--- src/tps_pkg.sv ---
// ----------------------------------------------------------------------------
// tps_pkg
// Shared types and constants of the telemetry packet scheduler: command and
// packet kind codes, field widths, controller states and the command/status
// bundles between controller and datapath.
// ----------------------------------------------------------------------------
`default_nettype none

package tps_pkg;

   // field widths
   localparam int CMD_BITS       = 2;
   localparam int STATE_BITS     = 3;
   localparam int KIND_BITS      = 3;
   localparam int STEP_BITS      = 3;
   localparam int CSR_INDEX_BITS = 3;
   localparam int PASS_BITS      = 8;

   // scheduler constants
   localparam int KIND_COUNT     = 6;
   localparam int SEARCH_LIMIT   = 255;

   // walk positions with special handling
   localparam logic [STEP_BITS-1:0] BOOT_STEP      = 3'd4;
   localparam logic [STEP_BITS-1:0] LAST_CELL_STEP = 3'd2;
   localparam logic [STEP_BITS-1:0] LAST_STEP      = 3'(KIND_COUNT - 1);
   localparam logic [PASS_BITS-1:0] LAST_PASS      = 8'(SEARCH_LIMIT - 1);

   // protection states that mean no measurement is running
   localparam logic [STATE_BITS-1:0] SYS_OFF  = 3'd0;
   localparam logic [STATE_BITS-1:0] SYS_HALT = 3'd4;

   // input commands
   typedef enum logic [CMD_BITS-1:0] {
      CMD_SENT  = 2'd0,
      CMD_START = 2'd1,
      CMD_BUS   = 2'd2
   } cmd_type;

   // packet kinds on the result word
   typedef enum logic [KIND_BITS-1:0] {
      KIND_NONE    = 3'd0,
      KIND_STATUS  = 3'd1,
      KIND_VOLTS   = 3'd2,
      KIND_TEMPS   = 3'd3,
      KIND_BALANCE = 3'd4,
      KIND_BOOT    = 3'd5,
      KIND_CHARGE  = 3'd6
   } kind_type;

   // controller states
   typedef enum logic [1:0] {
      ST_IDLE   = 2'd0,
      ST_SEARCH = 2'd1,
      ST_LOAD   = 2'd2
   } fsm_type;

   // controller to datapath
   typedef struct packed {
      logic req_ready;
      logic accept;
      logic step_en;
      logic load_out;
   } ctrl_cmd_type;

   // datapath to controller
   typedef struct packed {
      logic search_start;
      logic search_done;
      logic out_free;
   } dp_status_type;

endpackage

`default_nettype wire

--- src/tps_ctrl.sv ---
// ----------------------------------------------------------------------------
// tps_ctrl
// Scheduler controller: takes a request word, runs the period search one
// walk step per cycle and hands the result to the output register.
// ----------------------------------------------------------------------------
`default_nettype none

module tps_ctrl import tps_pkg::*; (
   input  logic          clock,
   input  logic          reset,
   input  logic          req_valid,
   input  dp_status_type status,
   output ctrl_cmd_type  cmd
);

   fsm_type state_ff;
   fsm_type state_in;

   // state register
   always_ff @(posedge clock) begin
      if (reset) begin
         state_ff <= ST_IDLE;
      end else begin
         state_ff <= state_in;
      end
   end

   // next state and commands
   always_comb begin
      state_in      = state_ff;
      cmd.req_ready = 1'b0;
      cmd.accept    = 1'b0;
      cmd.step_en   = 1'b0;
      cmd.load_out  = 1'b0;
      case (state_ff)
         ST_IDLE: begin
            cmd.req_ready = 1'b1;
            if (req_valid) begin
               cmd.accept = 1'b1;
               state_in   = status.search_start ? ST_SEARCH : ST_LOAD;
            end
         end
         ST_SEARCH: begin
            cmd.step_en = 1'b1;
            if (status.search_done) begin
               state_in = ST_LOAD;
            end
         end
         ST_LOAD: begin
            if (status.out_free) begin
               cmd.load_out = 1'b1;
               state_in     = ST_IDLE;
            end
         end
         default: begin
            state_in = ST_IDLE;
         end
      endcase
   end

endmodule

`default_nettype wire

--- config.mk ---
export PLATFORM = sky130hd
export DESIGN_NAME = tps_ctrl
export DESIGN_NICKNAME = d
export VERILOG_FILES = /design/src/tps_pkg.sv /design/src/tps_ctrl.sv
export SDC_FILE = /design/constraint.sdc
export NUM_CORES = 1
export LEC_CHECK = 0
export ABC_CLOCK_PERIOD_IN_PS = 1600
export BUFFER_PORTS_ARGS = -buffer_cell sky130_fd_sc_hd__buf_2
export CAP_MARGIN = 40
export CORE_AREA = 5 5 42 44
export CTS_BUF_LIST = sky130_fd_sc_hd__clkbuf_16
export DETAILED_ROUTE_END_ITERATION = 10
export DIE_AREA = 0 0 47 49
export PLACE_DENSITY = 0.38
export SETUP_SLACK_MARGIN = 0.4
export SYNTH_ARGS = -nofsm -noshare
export SYNTH_HDL_FRONTEND = slang
export SYNTH_SLANG_ARGS = --single-unit
export TNS_END_PERCENT = 30
--- constraint.sdc ---
create_clock -name clock -period 1.6 [get_ports clock]
set_clock_uncertainty 0.05 [all_clocks]
set_input_delay 0.16 -clock clock [delete_from_list [all_inputs] [get_ports clock]]
set_output_delay 0.16 -clock clock [all_outputs]
set_load 0.02 [all_outputs]
# ---- Word-level counts from Yosys, hierarchy flattened
# Cells that the tools add are included.
# W data, S select, Z words.
dict set report totals {
  inputBits 6
  regBits 2
  out_inout_bits 4
  wordCells 18
}
dict set report classes {
  n_eq_ne 5
  muxes 10
  n_reduce_logical 2
}
# op count
set op_table {}
lappend op_table {{$mux W2} 5}
lappend op_table {{$ne A2 B2 Y1 const B} 3}
lappend op_table {{$pmux W2 S3} 1}
lappend op_table {{$mux W1} 4}
lappend op_table {{$reduce_and A3 Y1} 1}
lappend op_table {{$eq A2 B1 Y1 const B} 1}
lappend op_table {{$eq A2 B2 Y1 const B} 1}
lappend op_table {{$logic_not A2 Y1} 1}

# ---- Longest topological paths before layout
# Gate-level depths: netlist (run 1).
dict set report depth {
  depth_word 3
  ltp_mapped 2
  ltp_nobuf 2
}

# ---- Worst setup path before layout (run 1)
# Ideal clock, no wire load.
dict set report synth_path {
  path_type {reg2out}
  from {reg state_ff[1]}
  to {out cmd[2] in the netlist's numbering}
  path_stages_with_launch 3
  t_required_ns 1.390
  setup_slack_ns 0.440
  arrival_ns 0.950
  cell_sequence {dfxtp_1 -> nor2_1 -> and2_1}
}
# item line_no
set synth_lines {}
lappend synth_lines {{from (decl)} tps_ctrl.sv:16} ;# fsm_type state_ff;
lappend synth_lines {{from (signal assigned)} tps_ctrl.sv:24} ;# state_ff <= state_in;
lappend synth_lines {{to (decl)} tps_ctrl.sv:13} ;# output ctrl_cmd_type cmd

==> key figures, run 1 <==
Outcome
  – Status: finished, final reports clean

Drt
  – DRT Pass-1 Iters: 2
  – Post-DRT Antenna Nets: 0
  – DR iter-0 viols: 1
  – Remaining DRCs: 0
  – Vias: between 100 and 150
  – Via density: between 3 and 4
  – Final WL: approximately 360 um
  – Avg WL per Cell: slightly below 9 um

Timing
  – Max Slew Vio Count: 0
  – Final hold violations: 0
  – Period utilisation layout: about 73%
  – Slew margin rel.: 88.9%
  – Setup TNS: 0 ns
  – Setup violators final: 0
  – Unrepaired setup endpoints after global routing: yes
  – Fmax: roughly 860 MHz
  – Tmin final: approximately 1.2 ns
  – Slew @ Worst Pin: between 0.15 and 0.2 ns

Synthesis
  – Mean post-synth cell area: between 9 and 10 sq um
  – Sequential element share of the synthesized area: 33.0%
  – Post-Syn Area: about 120 sq um
  – Top cell type's share of synthesized area: between 30% and 40%
  – Cells after Synth: 13
  – Register bit total from synthesis: 2
  – Syn Nets: 19
  – Top post-synthesis cells by area: dfxtp_1, a211oi_2, and3b_2
  – Synth area leader: dfxtp_1
  – Library cells used by synthesis: 12
  – Synth warnings: 0

GRT
  – Initial antenna violation count: 0
  – First-pass GRT wire length: between 500 and 600 um
  – Via count of the first global-routing pass: between 100 and 150
  – Met2 usage: 2.04%
  – GRT met3 Usage: approximately 4.8%
  – GR Util met1: between 5 and 6%
  – Total grt overflow: 0
  – Largest net degree at the start of global routing: 9
  – Busiest grt layer: met1
  – Tot GR Track Use: under 10%

Placement
  – Gpl congestion: around 0.7
  – Port buffer count: 9
  – Dpl cells: 38

Clock network
  – CTS tree: yes
  – Post-cts hold buffer count: 0
  – Root Buffer: clkbuf_16
  – CTS Buffer Depth: 2
  – TritonCTS Buffers: 3
  – Clk slew on worst S/H paths: approximately 0.03 ns
  – Worst-Skew Late Latency: ~0.22 ns
  – Post-CTS Setup Repair Bufs: 0
  – Clock tree sinks: 2
  – H-tree levels: 1

Setup path
  – Critical Path AT: approximately 0.96 ns
  – Worst Path Required: around 1.4 ns
  – Crit. End Element: output pin
  – Kind of critical path: reg -> out
  – Reg2reg path depth: 2
  – Crit Path Max Fanout: 8
  – Type of origin of the critical path: flop

Layout
  – P&R area growth vs syn: 127%
  – Fraction of layout cells with a size suffix above 1: between 70% and 80%
  – Number of flip-flops under the largest register name: 2
  – Final non-filler cell total: a little over 40
  – Largest Register: state_ff
  – Diodes inserted: 0
  – Biggest regs: state_ff: 2 flops
  – Final nets: 33

Floorplanning
  – Top Ports: 10
  – Row cnt: 14
  – Core area: roughly 0.0014 sq mm
  – Die area: 0.00230 sq mm
  – Width of the die: roughly 47 um
  – Vert. Die Dim: 49 um
  – Starting Density: a little under 9%

Hold path
  – Min-Delay Path Depth: 2
  – Hold Path Class: in -> reg

Power and ir drop
  – PwrDens: 1750 mW/mm^2
  – VDD IR max: 532 uV
  – Leak Pwr: 0.000122 uW

Job
  – Max Cap Viol: 0
==> critical path: stages (launching register included) <==
cell and delay [ns]:
dfxtp_2 0.37, and3b_2 0.21, buf_2 0.15
==> layout make-up <==
type | instances | area (sq um)
fill | 163 | 1130
timing repair buffer | 9 | 51.3
clock buffer | 3 | 75.1
tap | 16 | 20.0
multi-input combinational | 11 | 86.3
sequential | 2 | 42.5
==> per-layer routing <==
layer | routed length, um | vias to the layer above
met3 | 69 | 0
met2 | 74 | 12
met5 | 0 | -
met4 | 0 | 0
met1 | 214 | 49
li1 | - | 72
==> worst paths after layout <==
check	start	to	slack (ns)
worst min register to register	state_ff[1]	state_ff[0]	0.42
worst min-delay path	reset	state_ff[1]	0.06
worst max register to register	state_ff[0]	state_ff[1]	0.56
worst max-delay path	state_ff[0]	cmd[0]	0.43
==> cells by family after synthesis <==
family / synth area share (%)
AO/OA/AOI/OAI: 26.8
AND/OR/NAND/NOR: 40.2
flip-flops: 33.0
==> synthesized netlist by cell type <==
master / number
a211oi_1: 1
and2_1: 1
dfxtp_1: 2
a211oi_2: 1
nor2_1: 1
and3b_2: 1
nand3b_1: 1
a21oi_1: 1
or3b_1: 1
nand2b_1: 1
nor2b_1: 1
o21a_1: 1
==> cells in the final DEF (no fill, tap or decap) <==
cell type / netlist / routed
buf_2: 0 / 8
a211oi_1: 1 / 1
a21oi_1: 1 / 1
nand2b_1: 1 / 1
nor2b_1: 1 / 1
clkbuf_16: 0 / 3
dfxtp_2: 0 / 2
or3b_1: 1 / 1
a211oi_2: 1 / 1
buf_6: 0 / 1
and3b_2: 1 / 1
o21a_1: 1 / 1
nand3b_1: 1 / 1
nor2_2: 0 / 1
and2_4: 0 / 1
==> stage by stage <==
step	utilization (%)	setup WS (ns)	power [uW]	area, sq um	hold WS (ns)
final	19.6	0.432	483	275	0.0637
after global routing	19.6	0.392	502	275	0.0712
after CTS	18.8	0.403	483	264	0.0612
after detailed placement	13.3	0.558	106	186	0.295
after global placement	13.3	0.553	107	186	0.297
after floorplan	-	0.440	86.8	121	0.175
==> report_power, final <==
group	internal [uW]	switching, uW
registers	55.2	6.30
clock network	318	52.6
logic	26.2	25.1
total	399	84.0
==> what timing repair did <==
item / 4_1_cts / 5_1_grt
gates resized for setup: 2 / 4
endpoints found under the hold margin: 0 / 0
endpoints found under the setup margin: 2 / 1
No activity file was read; power rests on OpenSTA's default activity.
==> run 2: changes to the inputs <==
--- a/config.mk
+++ b/config.mk
@@ -5,7 +5,7 @@
 export SDC_FILE = /design/constraint.sdc
 export NUM_CORES = 1
 export LEC_CHECK = 0
-export ABC_CLOCK_PERIOD_IN_PS = 1600
+export ABC_CLOCK_PERIOD_IN_PS = 1000
 export BUFFER_PORTS_ARGS = -buffer_cell sky130_fd_sc_hd__buf_2
 export CAP_MARGIN = 40
 export CORE_AREA = 5 5 42 44
==> constraint.sdc (replaced) <==
create_clock -name clock -period 1 [get_ports clock]
set_clock_uncertainty 0.05 [all_clocks]
set_input_delay 0.1 -clock clock [delete_from_list [all_inputs] [get_ports clock]]
set_output_delay 0.1 -clock clock [all_outputs]
set_load 0.02 [all_outputs]
==> run 2 against run 1 <==
  * The flow now finishes with violations (negative setup slack)
  * Die area is the same
  * Register-to-register slack lost 0.59 ns
  * Cell count grew 4.9%
  * Critical path depth is the same
  * Sequential power grew 57%
  * Non-clock buffer count grew 2
  * Clock power grew 61%
  * Global-route usage grew 0.56 points
==> key figures, run 2 (synthesis gave the netlist of run 1 again) <==
Outcome
  – Status: finished with violations
  – Failing checks: negative setup slack

Drt
  – DRT Pass-1 Iters: 5 (+3)
  – Final WL: 426 um (+19%)
  – DR iter-0 viols: 6 (+5)
  – Remaining DRCs: 0 (unchanged)
  – Avg WL per Cell: 9.91 um (+13%)
  – Post-DRT Antenna Nets: 0 (unchanged)
  – Via density: 3.60 (+11%)
  – Vias: 155 (+17%)

Clock network
  – H-tree levels: 1 (unchanged)
  – Clk slew on worst S/H paths: 0.03 ns (about the same)
  – Post-cts hold buffer count: 0 (unchanged)
  – CTS Buffer Depth: 2 (unchanged)
  – TritonCTS Buffers: 3 (unchanged)
  – Worst-Skew Late Latency: 0.22 ns (about the same)
  – Clock tree sinks: 2 (unchanged)
  – Root Buffer: clkbuf_16
  – CTS tree: yes

GRT
  – First-pass GRT wire length: 627 um (+17%)
  – Via count of the first global-routing pass: 152 (+20%)
  – Total grt overflow: 0 (unchanged)
  – Initial antenna violation count: 0 (unchanged)
  – Tot GR Track Use: 4.50% (+0.56 points)
  – Largest net degree at the start of global routing: 8 (-1)

Timing
  – Setup WS post-layout: -0.0863 ns (-0.519 ns)
  – Slew @ Worst Pin: 0.142 ns (-0.0237 ns)
  – Max Slew Vio Count: 0 (unchanged)
  – Unrepaired setup endpoints after global routing: yes
  – Slew margin rel.: 90.5% (+1.6 points)
  – Final hold slack: 0.0167 ns (-0.0470 ns)
  – Tmin final: 1.09 ns
  – Fmax: between 900 and 1000 MHz
  – Final hold violations: 0 (unchanged)
  – Setup violators final: 4 (+4)
  – Period utilisation layout: 109%

Layout
  – Most frequent cells in the layout: buf_2, buf_4, clkbuf_16
  – Multi-input logic area: 96.3 sq um (+12%)
  – Fillers: 164 (+0.61%)
  – P&R area growth vs syn: 161%
  – Commonest non-fill, non-tap cell in the layout: buf_2
  – Largest Register: state_ff
  – Diodes inserted: 0 (unchanged)
  – Final nets: 35 (+6.1%)
  – Final instance area: 317 sq um (+15%)
  – Register area: 47.5 sq um (+12%)
  – Fraction of layout cells with a size suffix above 1: 77.8% (+5.8 points)
  – Biggest regs: state_ff: 2 flops
  – Number of flip-flops under the largest register name: 2 (unchanged)

Setup path
  – R2r startpoint: state_ff[0]
  – Type of origin of the critical path: flop
  – Crit Path Max Fanout: 7 (-1)
  – Crit. End Element: output pin
  – Kind of critical path: reg -> out
  – Worst setup path start: state_ff[0]
  – Worst Path Required: 0.85 ns (-0.54 ns)
  – Critical Path AT: 0.94 ns (-0.02 ns)

Placement
  – Port buffer count: 9 (unchanged)
  – Post-place instance area: 191 sq um (+2.7%)
  – DP HPWL: between 300 and 400 um
  – Gpl congestion: 0.728 (+3.1%)

Floorplanning
  – Core area: 0.00140 sq mm (unchanged)
  – Die area: 0.00230 sq mm (unchanged)
  – Width of the die: 47 um (unchanged)
  – Top Ports: 10 (unchanged)
  – Starting Density: 8.66% (unchanged)
  – Vert. Die Dim: 49 um (unchanged)
  – Row cnt: 14 (unchanged)

Power and ir drop
  – VDD IR max: 958 uV (+80%)
  – Pwr Total: 797 uW (+65%)
  – Leak Pwr: 0.000138 uW (+13%)
  – PwrDens: 2520 mW/mm^2 (+44%)

Hold path
  – Hold Path Class: in -> reg
  – Worst hold path startpoint: reset

Job
  – Max Cap Viol: 0 (unchanged)
-- run 2: cell count changes in the layout (fill, tap and decap cells not counted), sizes merged --
| cell | before | now |
|---|---|---|
| buf | 9 | 11 |
-- run 2: layout make-up --
class / instances / area share (%)
multi-input cells: 11 / 30.4
repair buffers: 11 / 24.5
clock buffers: 3 / 23.7
flip-flops and latches: 2 / 15.0
well taps: 16 / 6.32
-- run 2: stage by stage --
step	TNS [ns]	cells	setup WS, ns	util, %
6_report	-0.201	43	-0.0863	22.6
2_1_floorplan	0	13	0.0315	-
3_3_place_gp	0	38	0.00751	13.7
3_5_place_dp	-0.00574	38	-0.00574	13.7
5_1_grt	-0.363	43	-0.111	22.6
4_1_cts	-0.219	43	-0.0905	22.1
-- run 2: power breakdown --
group	switching (uW)	internal, uW
clock network	86.6	508
registers	10.2	86.2
logic	46.9	58.8
-- run 2: worst paths after layout --
check	slack, ns	depth (start not counted)	end
max	-0.09	2	cmd[0]
min	0.02	2	state_ff[0]
max reg2reg	-0.03	2	state_ff[1]
min reg2reg	0.50	2	state_ff[0]
-- run 2: repair_timing --
| item | in CTS | in global routing |
|---|---|---|
| pin swaps | 1 | 1 |
| setup buffers | 2 | 0 |
| gates resized for setup | 10 | 2 |
| hold endpoints to repair | 0 | 0 |
| setup endpoints to repair | 6 | 6 |
-- run 2: layer usage --
layer	vias up	global-route usage (%)	routed length (um)	part of all wire, %
met3	2	3.69	74	17
met4	0	5.53	11	2.6
li1	77	-	-	-
met1	64	5.46	201	47
met5	-	0	0	0
met2	12	3.85	138	32
-- run 2: worst max-delay path: stages, from the launching register on --
cell,delay [ns]
dfxtp_4,0.37
and3b_2,0.22
buf_6,0.13
