File: config.mk
export PLATFORM = sky130hd
export DESIGN_NAME = tps_dpath
export DESIGN_NICKNAME = d
export VERILOG_FILES = /design/src/tps_pkg.sv /design/src/tps_dpath.sv
export SDC_FILE = /design/constraint.sdc
export NUM_CORES = 1
export LEC_CHECK = 0
export ABC_AREA = 1
export BUFFER_PORTS_ARGS = -buffer_cell sky130_fd_sc_hd__buf_2
export CAP_MARGIN = 20
export CORE_MARGIN = 3
export CORE_UTILIZATION = 50
export DETAILED_ROUTE_END_ITERATION = 16
export MAX_ROUTING_LAYER = met4
export PLACE_DENSITY = 0.69
export RECOVER_POWER = 100
export SYNTH_ARGS = -nofsm -noshare
export SYNTH_HDL_FRONTEND = slang
export SYNTH_SLANG_ARGS = --single-unit
File: constraint.sdc
create_clock -name clock -period 13.7 [get_ports clock]
set_clock_uncertainty 0.1 [all_clocks]
set_input_delay 0.685 -clock clock [delete_from_list [all_inputs] [get_ports clock]]
set_output_delay 0.685 -clock clock [all_outputs]
set_load 0.1 [all_outputs]
File: src/tps_pkg.sv
// ----------------------------------------------------------------------------
// tps_pkg
// Shared types and constants of the telemetry packet scheduler: command and
// packet kind codes, field widths, controller states and the command/status
// bundles between controller and datapath.
// ----------------------------------------------------------------------------
`default_nettype none

package tps_pkg;

   // field widths
   localparam int CMD_BITS       = 2;
   localparam int STATE_BITS     = 3;
   localparam int KIND_BITS      = 3;
   localparam int STEP_BITS      = 3;
   localparam int CSR_INDEX_BITS = 3;
   localparam int PASS_BITS      = 8;

   // scheduler constants
   localparam int KIND_COUNT     = 6;
   localparam int SEARCH_LIMIT   = 255;

   // walk positions with special handling
   localparam logic [STEP_BITS-1:0] BOOT_STEP      = 3'd4;
   localparam logic [STEP_BITS-1:0] LAST_CELL_STEP = 3'd2;
   localparam logic [STEP_BITS-1:0] LAST_STEP      = 3'(KIND_COUNT - 1);
   localparam logic [PASS_BITS-1:0] LAST_PASS      = 8'(SEARCH_LIMIT - 1);

   // protection states that mean no measurement is running
   localparam logic [STATE_BITS-1:0] SYS_OFF  = 3'd0;
   localparam logic [STATE_BITS-1:0] SYS_HALT = 3'd4;

   // input commands
   typedef enum logic [CMD_BITS-1:0] {
      CMD_SENT  = 2'd0,
      CMD_START = 2'd1,
      CMD_BUS   = 2'd2
   } cmd_type;

   // packet kinds on the result word
   typedef enum logic [KIND_BITS-1:0] {
      KIND_NONE    = 3'd0,
      KIND_STATUS  = 3'd1,
      KIND_VOLTS   = 3'd2,
      KIND_TEMPS   = 3'd3,
      KIND_BALANCE = 3'd4,
      KIND_BOOT    = 3'd5,
      KIND_CHARGE  = 3'd6
   } kind_type;

   // controller states
   typedef enum logic [1:0] {
      ST_IDLE   = 2'd0,
      ST_SEARCH = 2'd1,
      ST_LOAD   = 2'd2
   } fsm_type;

   // controller to datapath
   typedef struct packed {
      logic req_ready;
      logic accept;
      logic step_en;
      logic load_out;
   } ctrl_cmd_type;

   // datapath to controller
   typedef struct packed {
      logic search_start;
      logic search_done;
      logic out_free;
   } dp_status_type;

endpackage

`default_nettype wire

File: src/tps_dpath.sv
// ----------------------------------------------------------------------------
// tps_dpath
// Scheduler datapath: period registers, walk step and cycle count, bus
// handover flags, search pass counter, result and output registers.
// ----------------------------------------------------------------------------
`default_nettype none

module tps_dpath import tps_pkg::*; #(
   parameter int PERIOD_BITS = 8
) (
   input  logic                      clock,
   input  logic                      reset,
   input  ctrl_cmd_type              cmd,
   output dp_status_type             status,
   input  logic [CMD_BITS-1:0]       req_command,
   input  logic [STATE_BITS-1:0]     req_system_state,
   input  logic                      req_cells_a_valid,
   input  logic                      req_cells_b_valid,
   input  logic                      req_boot_a_valid,
   input  logic                      req_boot_b_valid,
   input  logic                      csr_valid,
   input  logic [CSR_INDEX_BITS-1:0] csr_index,
   input  logic [PERIOD_BITS-1:0]    csr_data,
   input  logic                      rsp_ready,
   output logic                      rsp_valid,
   output logic [KIND_BITS-1:0]      rsp_packet_kind,
   output logic                      rsp_data_set,
   output logic                      rsp_sending_active
);

   // control state
   logic [PERIOD_BITS-1:0] period_ff [KIND_COUNT];
   logic [PERIOD_BITS-1:0] period_in [KIND_COUNT];
   logic                   bus_wanted_ff, bus_wanted_in;
   logic [STEP_BITS-1:0]   step_ff, step_in;
   logic [PERIOD_BITS-1:0] count_ff, count_in;
   logic                   sending_ff, sending_in;
   logic                   saved_ff, saved_in;
   logic                   mainline_ff, mainline_in;
   logic                   out_valid_ff, out_valid_in;

   // payload
   logic [PASS_BITS-1:0]   pass_ff, pass_in;
   logic                   cells_set_ff, cells_set_in;
   logic                   boot_a_ff, boot_a_in;
   logic                   boot_b_ff, boot_b_in;
   kind_type               res_kind_ff, res_kind_in;
   logic                   res_set_ff, res_set_in;
   kind_type               out_kind_ff, out_kind_in;
   logic                   out_set_ff, out_set_in;
   logic                   out_sending_ff, out_sending_in;

   // search step terms
   logic [PERIOD_BITS-1:0] max_period;
   logic [PERIOD_BITS-1:0] cur_period;
   logic [PERIOD_BITS-1:0] count_inc;
   logic                   due, skip, found, last, pass_end;
   logic                   no_meas, have_cells, start;

   // largest period as the registers stand now
   always_comb begin
      max_period = '0;
      for (int i = 0; i < KIND_COUNT; i++) begin
         if (period_ff[i] > max_period) begin
            max_period = period_ff[i];
         end
      end
   end

   // period of the kind at the current walk step
   always_comb begin
      cur_period = '0;
      for (int i = 0; i < KIND_COUNT; i++) begin
         if (step_ff == STEP_BITS'(i)) begin
            cur_period = period_ff[i];
         end
      end
   end

   // one walk step: disabled kinds and bootstrap without readings are skipped
   // within the same pass
   assign due       = (count_ff >= cur_period);
   assign skip      = due && ((cur_period == '0) ||
                      ((step_ff == BOOT_STEP) && !boot_a_ff && !boot_b_ff));
   assign found     = due && !skip;
   assign last      = (step_ff == LAST_STEP);
   assign pass_end  = !skip || last;
   assign count_inc = count_ff + PERIOD_BITS'(1);

   // request decode terms
   assign no_meas    = req_system_state inside {SYS_OFF, SYS_HALT};
   assign have_cells = req_cells_a_valid || req_cells_b_valid;
   assign start      = (cmd_type'(req_command) == CMD_SENT) && !bus_wanted_ff &&
                       !no_meas && have_cells;

   assign status.search_start = start;
   assign status.search_done  = found || (pass_end && (pass_ff == LAST_PASS));
   assign status.out_free     = !out_valid_ff || rsp_ready;

   // next state
   always_comb begin
      period_in      = period_ff;
      bus_wanted_in  = bus_wanted_ff;
      step_in        = step_ff;
      count_in       = count_ff;
      sending_in     = sending_ff;
      saved_in       = saved_ff;
      mainline_in    = mainline_ff;
      pass_in        = pass_ff;
      cells_set_in   = cells_set_ff;
      boot_a_in      = boot_a_ff;
      boot_b_in      = boot_b_ff;
      res_kind_in    = res_kind_ff;
      res_set_in     = res_set_ff;
      out_valid_in   = out_valid_ff;
      out_kind_in    = out_kind_ff;
      out_set_in     = out_set_ff;
      out_sending_in = out_sending_ff;

      // register writes
      if (csr_valid && (csr_index < CSR_INDEX_BITS'(KIND_COUNT))) begin
         period_in[csr_index] = csr_data;
      end

      // accepted request word
      if (cmd.accept) begin
         res_kind_in = KIND_NONE;
         res_set_in  = 1'b0;
         case (cmd_type'(req_command))
            CMD_SENT: begin
               if (bus_wanted_ff) begin
                  // hand the bus to mainline
                  saved_in      = sending_ff;
                  sending_in    = 1'b0;
                  mainline_in   = 1'b1;
                  bus_wanted_in = 1'b0;
               end else begin
                  mainline_in = 1'b0;
                  if (no_meas || !have_cells) begin
                     sending_in = 1'b0;
                  end else begin
                     sending_in = mainline_ff ? saved_ff : sending_ff;
                  end
                  cells_set_in = !req_cells_a_valid;
                  boot_a_in    = req_boot_a_valid;
                  boot_b_in    = req_boot_b_valid;
                  pass_in      = '0;
               end
            end
            CMD_START: begin
               if (!sending_ff && have_cells) begin
                  res_kind_in = KIND_STATUS;
                  res_set_in  = !req_cells_a_valid;
                  sending_in  = 1'b1;
               end
            end
            CMD_BUS: begin
               bus_wanted_in = 1'b1;
            end
            default: begin
            end
         endcase
      end

      // search step
      if (cmd.step_en) begin
         if (last) begin
            step_in  = '0;
            count_in = (count_inc > max_period) ? '0 : count_inc;
         end else begin
            step_in = step_ff + STEP_BITS'(1);
         end
         if (pass_end) begin
            pass_in = pass_ff + PASS_BITS'(1);
         end
         if (found) begin
            res_kind_in = kind_type'(step_ff + STEP_BITS'(1));
            if (step_ff <= LAST_CELL_STEP) begin
               res_set_in = cells_set_ff;
            end else if (step_ff == BOOT_STEP) begin
               res_set_in = !boot_a_ff;
            end else begin
               res_set_in = 1'b0;
            end
         end else if (pass_end && (pass_ff == LAST_PASS)) begin
            res_kind_in = KIND_NONE;
            res_set_in  = 1'b0;
            sending_in  = 1'b0;
         end
      end

      // output register
      if (cmd.load_out) begin
         out_valid_in   = 1'b1;
         out_kind_in    = res_kind_ff;
         out_set_in     = res_set_ff;
         out_sending_in = sending_ff;
      end else if (rsp_ready) begin
         out_valid_in = 1'b0;
      end
   end

   // control registers
   always_ff @(posedge clock) begin
      if (reset) begin
         for (int i = 0; i < KIND_COUNT; i++) begin
            period_ff[i] <= '0;
         end
         bus_wanted_ff <= 1'b0;
         step_ff       <= '0;
         count_ff      <= PERIOD_BITS'(1);
         sending_ff    <= 1'b0;
         saved_ff      <= 1'b0;
         mainline_ff   <= 1'b0;
         out_valid_ff  <= 1'b0;
      end else begin
         period_ff     <= period_in;
         bus_wanted_ff <= bus_wanted_in;
         step_ff       <= step_in;
         count_ff      <= count_in;
         sending_ff    <= sending_in;
         saved_ff      <= saved_in;
         mainline_ff   <= mainline_in;
         out_valid_ff  <= out_valid_in;
      end
   end

   // payload registers
   always_ff @(posedge clock) begin
      pass_ff        <= pass_in;
      cells_set_ff   <= cells_set_in;
      boot_a_ff      <= boot_a_in;
      boot_b_ff      <= boot_b_in;
      res_kind_ff    <= res_kind_in;
      res_set_ff     <= res_set_in;
      out_kind_ff    <= out_kind_in;
      out_set_ff     <= out_set_in;
      out_sending_ff <= out_sending_in;
   end

   assign rsp_valid          = out_valid_ff;
   assign rsp_packet_kind    = out_kind_ff;
   assign rsp_data_set       = out_set_ff;
   assign rsp_sending_active = out_sending_ff;

endmodule

`default_nettype wire

; After elaboration in Yosys (flattened, before gate mapping)
; Cells that the tools add are included.
[totals]
register_bits = 84
input_bits = 28
out_inout_bits = 9
word_cells = 135
[op_classes]
add_sub_neg = 3
n_lt_le_gt_ge = 12
eq_ne = 9
muxes = 49
bitwise = 2
reduce_logical = 38
[ops]
columns = cell, n
row1 = $mux W8, 19
row2 = $bwmux W48, 1
row3 = $gt A8 B8 Y1, 6
row4 = $demux W8 S3, 1
row5 = $mux W1, 21
row6 = $add A8 B1 Y8 const B, 2
row7 = $mux W3, 5
row8 = $logic_and A1 B1 Y1, 11
row9 = $eq A3 B3 Y1 const B, 3
row10 = $logic_not A1 Y1, 9
row11 = $eq A8 B8 Y1 const B, 1
row12 = $ge A8 B8 Y1, 1
row13 = $gt A8 B1 Y1 const B, 1
row14 = $logic_not A8 Y1, 1
row15 = $eq A3 B2 Y1 const B, 2
row16 = $logic_not A3 Y1, 2
row17 = $logic_or A1 B1 Y1, 6
row18 = $reduce_and A2 Y1, 3
row19 = $reduce_and A3 Y1, 2
row20 = $reduce_bool A2 Y1, 3
row21 = $ge A4 B4 Y1 const B, 1
row22 = $lt A4 B1 Y1 const B, 1
row23 = $not A3 Y4, 1
row24 = $pmux W1 S2, 2
row25 = other kinds (8), 8

; Logic depth before layout (Yosys ltp)
[logic_depth]
depth_word = 16
ltp_mapped = 69

; Worst setup path before layout
; Ideal clock, no wire load.
[synth_path]
path_kind = flip-flop to flip-flop
from = reg period_ff[45] (netlist name)
to = reg count_ff[1]
setup_ps = 71
t_arrival_ps = 7455
setup_slack_ps = 6074
path_stages_with_launch = 56
n_path_buf = 4
synth_period_minus_slack_ps = 7626
path_cell_list = dfxtp_1 -> inv_1 -> ha_1 -> a21oi_1 -> nor2_1 -> nor2_1 -> nand2_2 -> nand2_2 -> clkbuf_1 -> nand2_1 -> o21ai_0 -> ha_1 -> a21oi_1 -> o21a_1 -> nand2_1 -> nand2_2 -> buf_1 -> nand2_1 -> (+20 left out) -> nand2_1 -> o21ai_0 -> nand2_1 -> o211ai_1 -> nand2_1 -> buf_2 -> or2_2 -> nand2_1 -> ha_1 -> nand2_1 -> inv_1 -> nand2_1 -> inv_1 -> nand2_1 -> o32a_1 -> nor2_1 -> nand2_1 -> a21oi_1
[synth_via]
elab_chain_cells = 14
[synth_rtl]
columns = element, line_no
row1 = "start, declared", tps_dpath.sv:32  ; logic [PERIOD_BITS-1:0] period_ff [KIND_COUNT];
row2 = "start signal, assigned", tps_dpath.sv:217  ; period_ff <= period_in;
row3 = $gt A8 B1 Y1, tps_dpath.sv:64  ; if (period_ff[i] > max_period) begin
row4 = $mux W8 *, tps_dpath.sv:64
row5 = $gt A8 B8 Y1, tps_dpath.sv:64
row6 = $mux W8 *, tps_dpath.sv:64
row7 = $gt A8 B8 Y1, tps_dpath.sv:64
row8 = $mux W8 *, tps_dpath.sv:64
row9 = $gt A8 B8 Y1, tps_dpath.sv:64
row10 = $mux W8 *, tps_dpath.sv:64
row11 = $gt A8 B8 Y1, tps_dpath.sv:64
row12 = $mux W8 *, tps_dpath.sv:64
row13 = $gt A8 B8 Y1, tps_dpath.sv:64
row14 = $mux W8 *, tps_dpath.sv:64
row15 = $gt A8 B8 Y1 *, tps_dpath.sv:169  ; count_in = (count_inc > max_period) ? '0 : count_inc;
row16 = $mux W8 *, tps_dpath.sv:169
row17 = "end signal, assigned", tps_dpath.sv:220  ; count_ff <= count_in;
row18 = "end, declared", tps_dpath.sv:36  ; logic [PERIOD_BITS-1:0] count_ff, count_in;
; Every way passes the cells marked *; elsewhere a longest branch is shown, timed or not.
; A chain may end at the register's enable or synchronous reset.

; Final worst setup path
[layout_path]
from = reg period_ff[47] (netlist name)
to = reg count_ff[2]
; Same word-level chain as after synthesis.

==> flow_metrics.py <==
metrics = {
    "drt": {
        "dr.pass1.iters": 5,
        "wl_um": 14150,
        "drc": 0,
        "vias_per_cell": 5.439,
        "routedWlPerCell_um": 14.32,
        "drt_iter0_markers": 266,
        "detail-route-antenna-nets": 0,
        "via_count": 5374,
    },
    "worst_setup_path": {
        "cp-start-kind": "flip-flop",
        "critPathRequiredTime_ns": 13.88,
        "setup.worst_path.end_class": "flip-flop",
        "path_max_fanout": 17,
        "criticalPathCategory": "flip-flop to flip-flop",
        "cp_slowest_cell": "nand2_1",
        "crit_path_frequent_cell": "nand2_1",
        "arrival_ns": 9.62,
        "cp_slowest_stage_delay_ns": 0.43,
        "timing.rr.start": "period_ff[47]$_SDFFE_PP0P_",
        "critPathLaunch": "period_ff[47]$_SDFFE_PP0P_",
    },
    "clock_network": {
        "clk_latency_ns": 0.35,
        "cts_made_buffers": 9,
        "post_cts_buffers": 0,
        "cts_root_buf": "clkbuf_16",
        "cts-resized-gates": 0,
        "tritoncts": "yes",
        "ctsHoldBuffers": 0,
        "cts_sinks": 84,
        "clockBufferDepth": 2,
        "htree_levels": 3,
        "clk_pin_slew_ns": 0.07,
    },
    "pwr": {
        "peakVddDrop_v": 0.0001324,
        "p_seq_frac": 0.253,
        "combPwrFrac": 0.531,
        "intPower_uw": 604.4,
        "clockPowerShare": 0.216,
        "switching_share": 0.4501,
        "p_sw_uw": 494.8,
        "p_leak_uw": 0.002937,
        "cellPowerDensity_nw_per_um2": 178.7,
        "total_power_uw": 1099,
    },
    "place": {
        "gp_congestion": 0.9104,
        "hpwl_um": 11060,
        "port_buffers": 34,
    },
    "logic_synthesis": {
        "syn_inst": 817,
        "ys_warn_count": 0,
        "synth-seq-area-share": 0.3111,
        "synth_area_per_cell_um2": 6.931,
        "synthTopCellsByArea": "dfxtp_1, ha_1, nand2_1, o21ai_0, nor2_1",
        "ys_types": 47,
        "synth_nets": 905,
        "ys_ff_latch": 84,
        "synth_top_area_share": 0.2687,
        "synth_area_um2": 5663,
        "yosysTopAreaCell": "dfxtp_1",
    },
    "final_layout": {
        "final_cell_mix": "nand2_1, nor2_1, o21ai_0",
        "nets": 931,
        "final_common_cell": "nand2_1",
        "area_growth_pct": 8.595,
        "fillers": 1090,
        "postLayoutCoreUtil": 0.5624,
        "insertedDiodeCount": 0,
        "drive_above_1_share": 0.07311,
    },
    "timing": {
        "maxSlewViolCount": 0,
        "rsz0062_at_grt": "no",
        "finalSetupViolCount": 0,
        "fin_crit_sh": 0.6886,
        "tightestPinTransition_ns": 1.175,
        "max_freq_mhz": 106.0,
        "layout_min_cycle_time_ns": 9.434,
        "tns_ns": 0,
        "slew_headroom": 0.2200,
        "finalHoldViolCount": 0,
    },
    "grt": {
        "grt_max_degree": 53,
        "grt_pass1_wl_um": 24320,
        "grt-ovfl-total": 0,
        "antenna_found_initial": 0,
        "grt_pass1_vias": 5184,
        "grt.total_usage": 0.2412,
    },
    "die": {
        "rows": 38,
        "die_h_um": 112.4,
        "die_area_um2": 12640,
        "boundaryPins": 37,
        "die_x_um": 112.4,
        "start_util": 0.5178,
        "core_um2": 10940,
    },
    "hold_path": {
        "hold_path.class": "flip-flop to flip-flop",
        "min_from": "res_kind_ff[0]$_DFF_P_",
    },
    "status": {
        "outcome": "finished, final reports clean",
    },
    "job": {
        "max_cap_violations": 0,
    },
}
==> power by group through the flow <==
stage / clock network (uW) / registers [uW] / logic (uW)
final: 238 / 278 / 583
after global routing: 252 / 280 / 687
after CTS: 241 / 278 / 603
after detailed placement: 0 / 284 / 599
after global placement: 0 / 283 / 573
after floorplan: 0 / 292 / 471
==> worst max-delay path, delay by kind of cell, from the launching register on <==
| family | cells | cell delay [ns] |
|---|---|---|
| fa+ha+maj | 6 | 1.77 |
| compound gates | 10 | 1.86 |
| simple gates | 31 | 4.91 |
| flops | 1 | 0.33 |
| buf+inv | 4 | 0.35 |
==> cells by family after synthesis <==
family                   after synthesis  synth area share
XOR/XNOR                               6          0.009280
buffers and inverters                116           0.07976
adder cells (fa/ha/maj)               60            0.1326
multiplexers                           1          0.001768
AO/OA/AOI/OAI                        181            0.1761
flip-flops                            84            0.3111
AND/OR/NAND/NOR                      369            0.2894
==> per-stage QoR <==
| step | worst slack (ns) | hold WS, ns | cell area [um^2] | instances |
|---|---|---|---|---|
| floorplan | 6.074 | 0.3086 | 5663 | 817 |
| global placement | 5.164 | 0.3252 | 5924 | 972 |
| detailed placement | 4.921 | 0.3168 | 5924 | 972 |
| CTS | 4.901 | 0.3357 | 6208 | 988 |
| global route | 3.143 | 0.3483 | 6150 | 988 |
| finish | 4.266 | 0.3331 | 6150 | 988 |
==> sequential cells by signal, summed over array words and instances (netlist names), 3 cells and up <==
| signal | flops |
|---|---|
| rsp_packet_kind | 3 |
| period_ff | 48 |
| count_ff | 8 |
| pass_ff | 8 |
| res_kind_ff | 3 |
| step_ff | 3 |
==> final cells by class <==
type / count / area (um^2) / area share
clock buffers: 9 / 225.2 / 0.03662
clock inverters: 7 / 58.81 / 0.009563
inverters: 96 / 360.3 / 0.05860
multi-input cells: 617 / 3410 / 0.5544
flip-flops and latches: 84 / 1762 / 0.2865
well taps: 140 / 175.2 / 0.02848
repair buffers: 35 / 158.9 / 0.02584
==> routing by layer <==
| metal | vias to the layer above | wire length, um | share of wire | global-route usage |
|---|---|---|---|---|
| li1 | 2770 | - | - | - |
| met1 | 2441 | 6567 | 0.46 | 0.3142 |
| met2 | 139 | 6614 | 0.47 | 0.3870 |
| met5 | - | 0 | 0 | - |
| met4 | 0 | 295 | 0.021 | 0.08013 |
| met3 | 24 | 670 | 0.047 | 0.03450 |
==> synth_stat cells, drive strengths merged <==
master  number
a211oi       4
a21boi       1
a21o         1
a21oi       46
a22oi        1
a311oi       1
a31oi        2
and2         8
buf          7
clkbuf      13
clkinv       3
dfxtp       76
edfxtp       8
ha          60
inv         93
mux2i        1
nand2      170
nand3       61
nand3b       4
nand4        6
nor2       107
nor3         3
nor4         1
o211ai      14
o21a         7
o21ai       98
o21bai       2
o22ai        2
o31ai        1
o32a         1
or2          8
or3          1
xnor2        1
xor2         5
==> worst paths after layout <==
kind	to	slack (ns)	cells past startpoint
worst max-delay path	count_ff[2]$_SDFFE_PP0P_	4.27	51
worst min-delay path	rsp_packet_kind[0]$_DFFE_PP_	0.33	0
worst max register to register	count_ff[2]$_SDFFE_PP0P_	4.27	51
worst min register to register	rsp_packet_kind[0]$_DFFE_PP_	0.33	0
(Power assumes the default switching activity.)
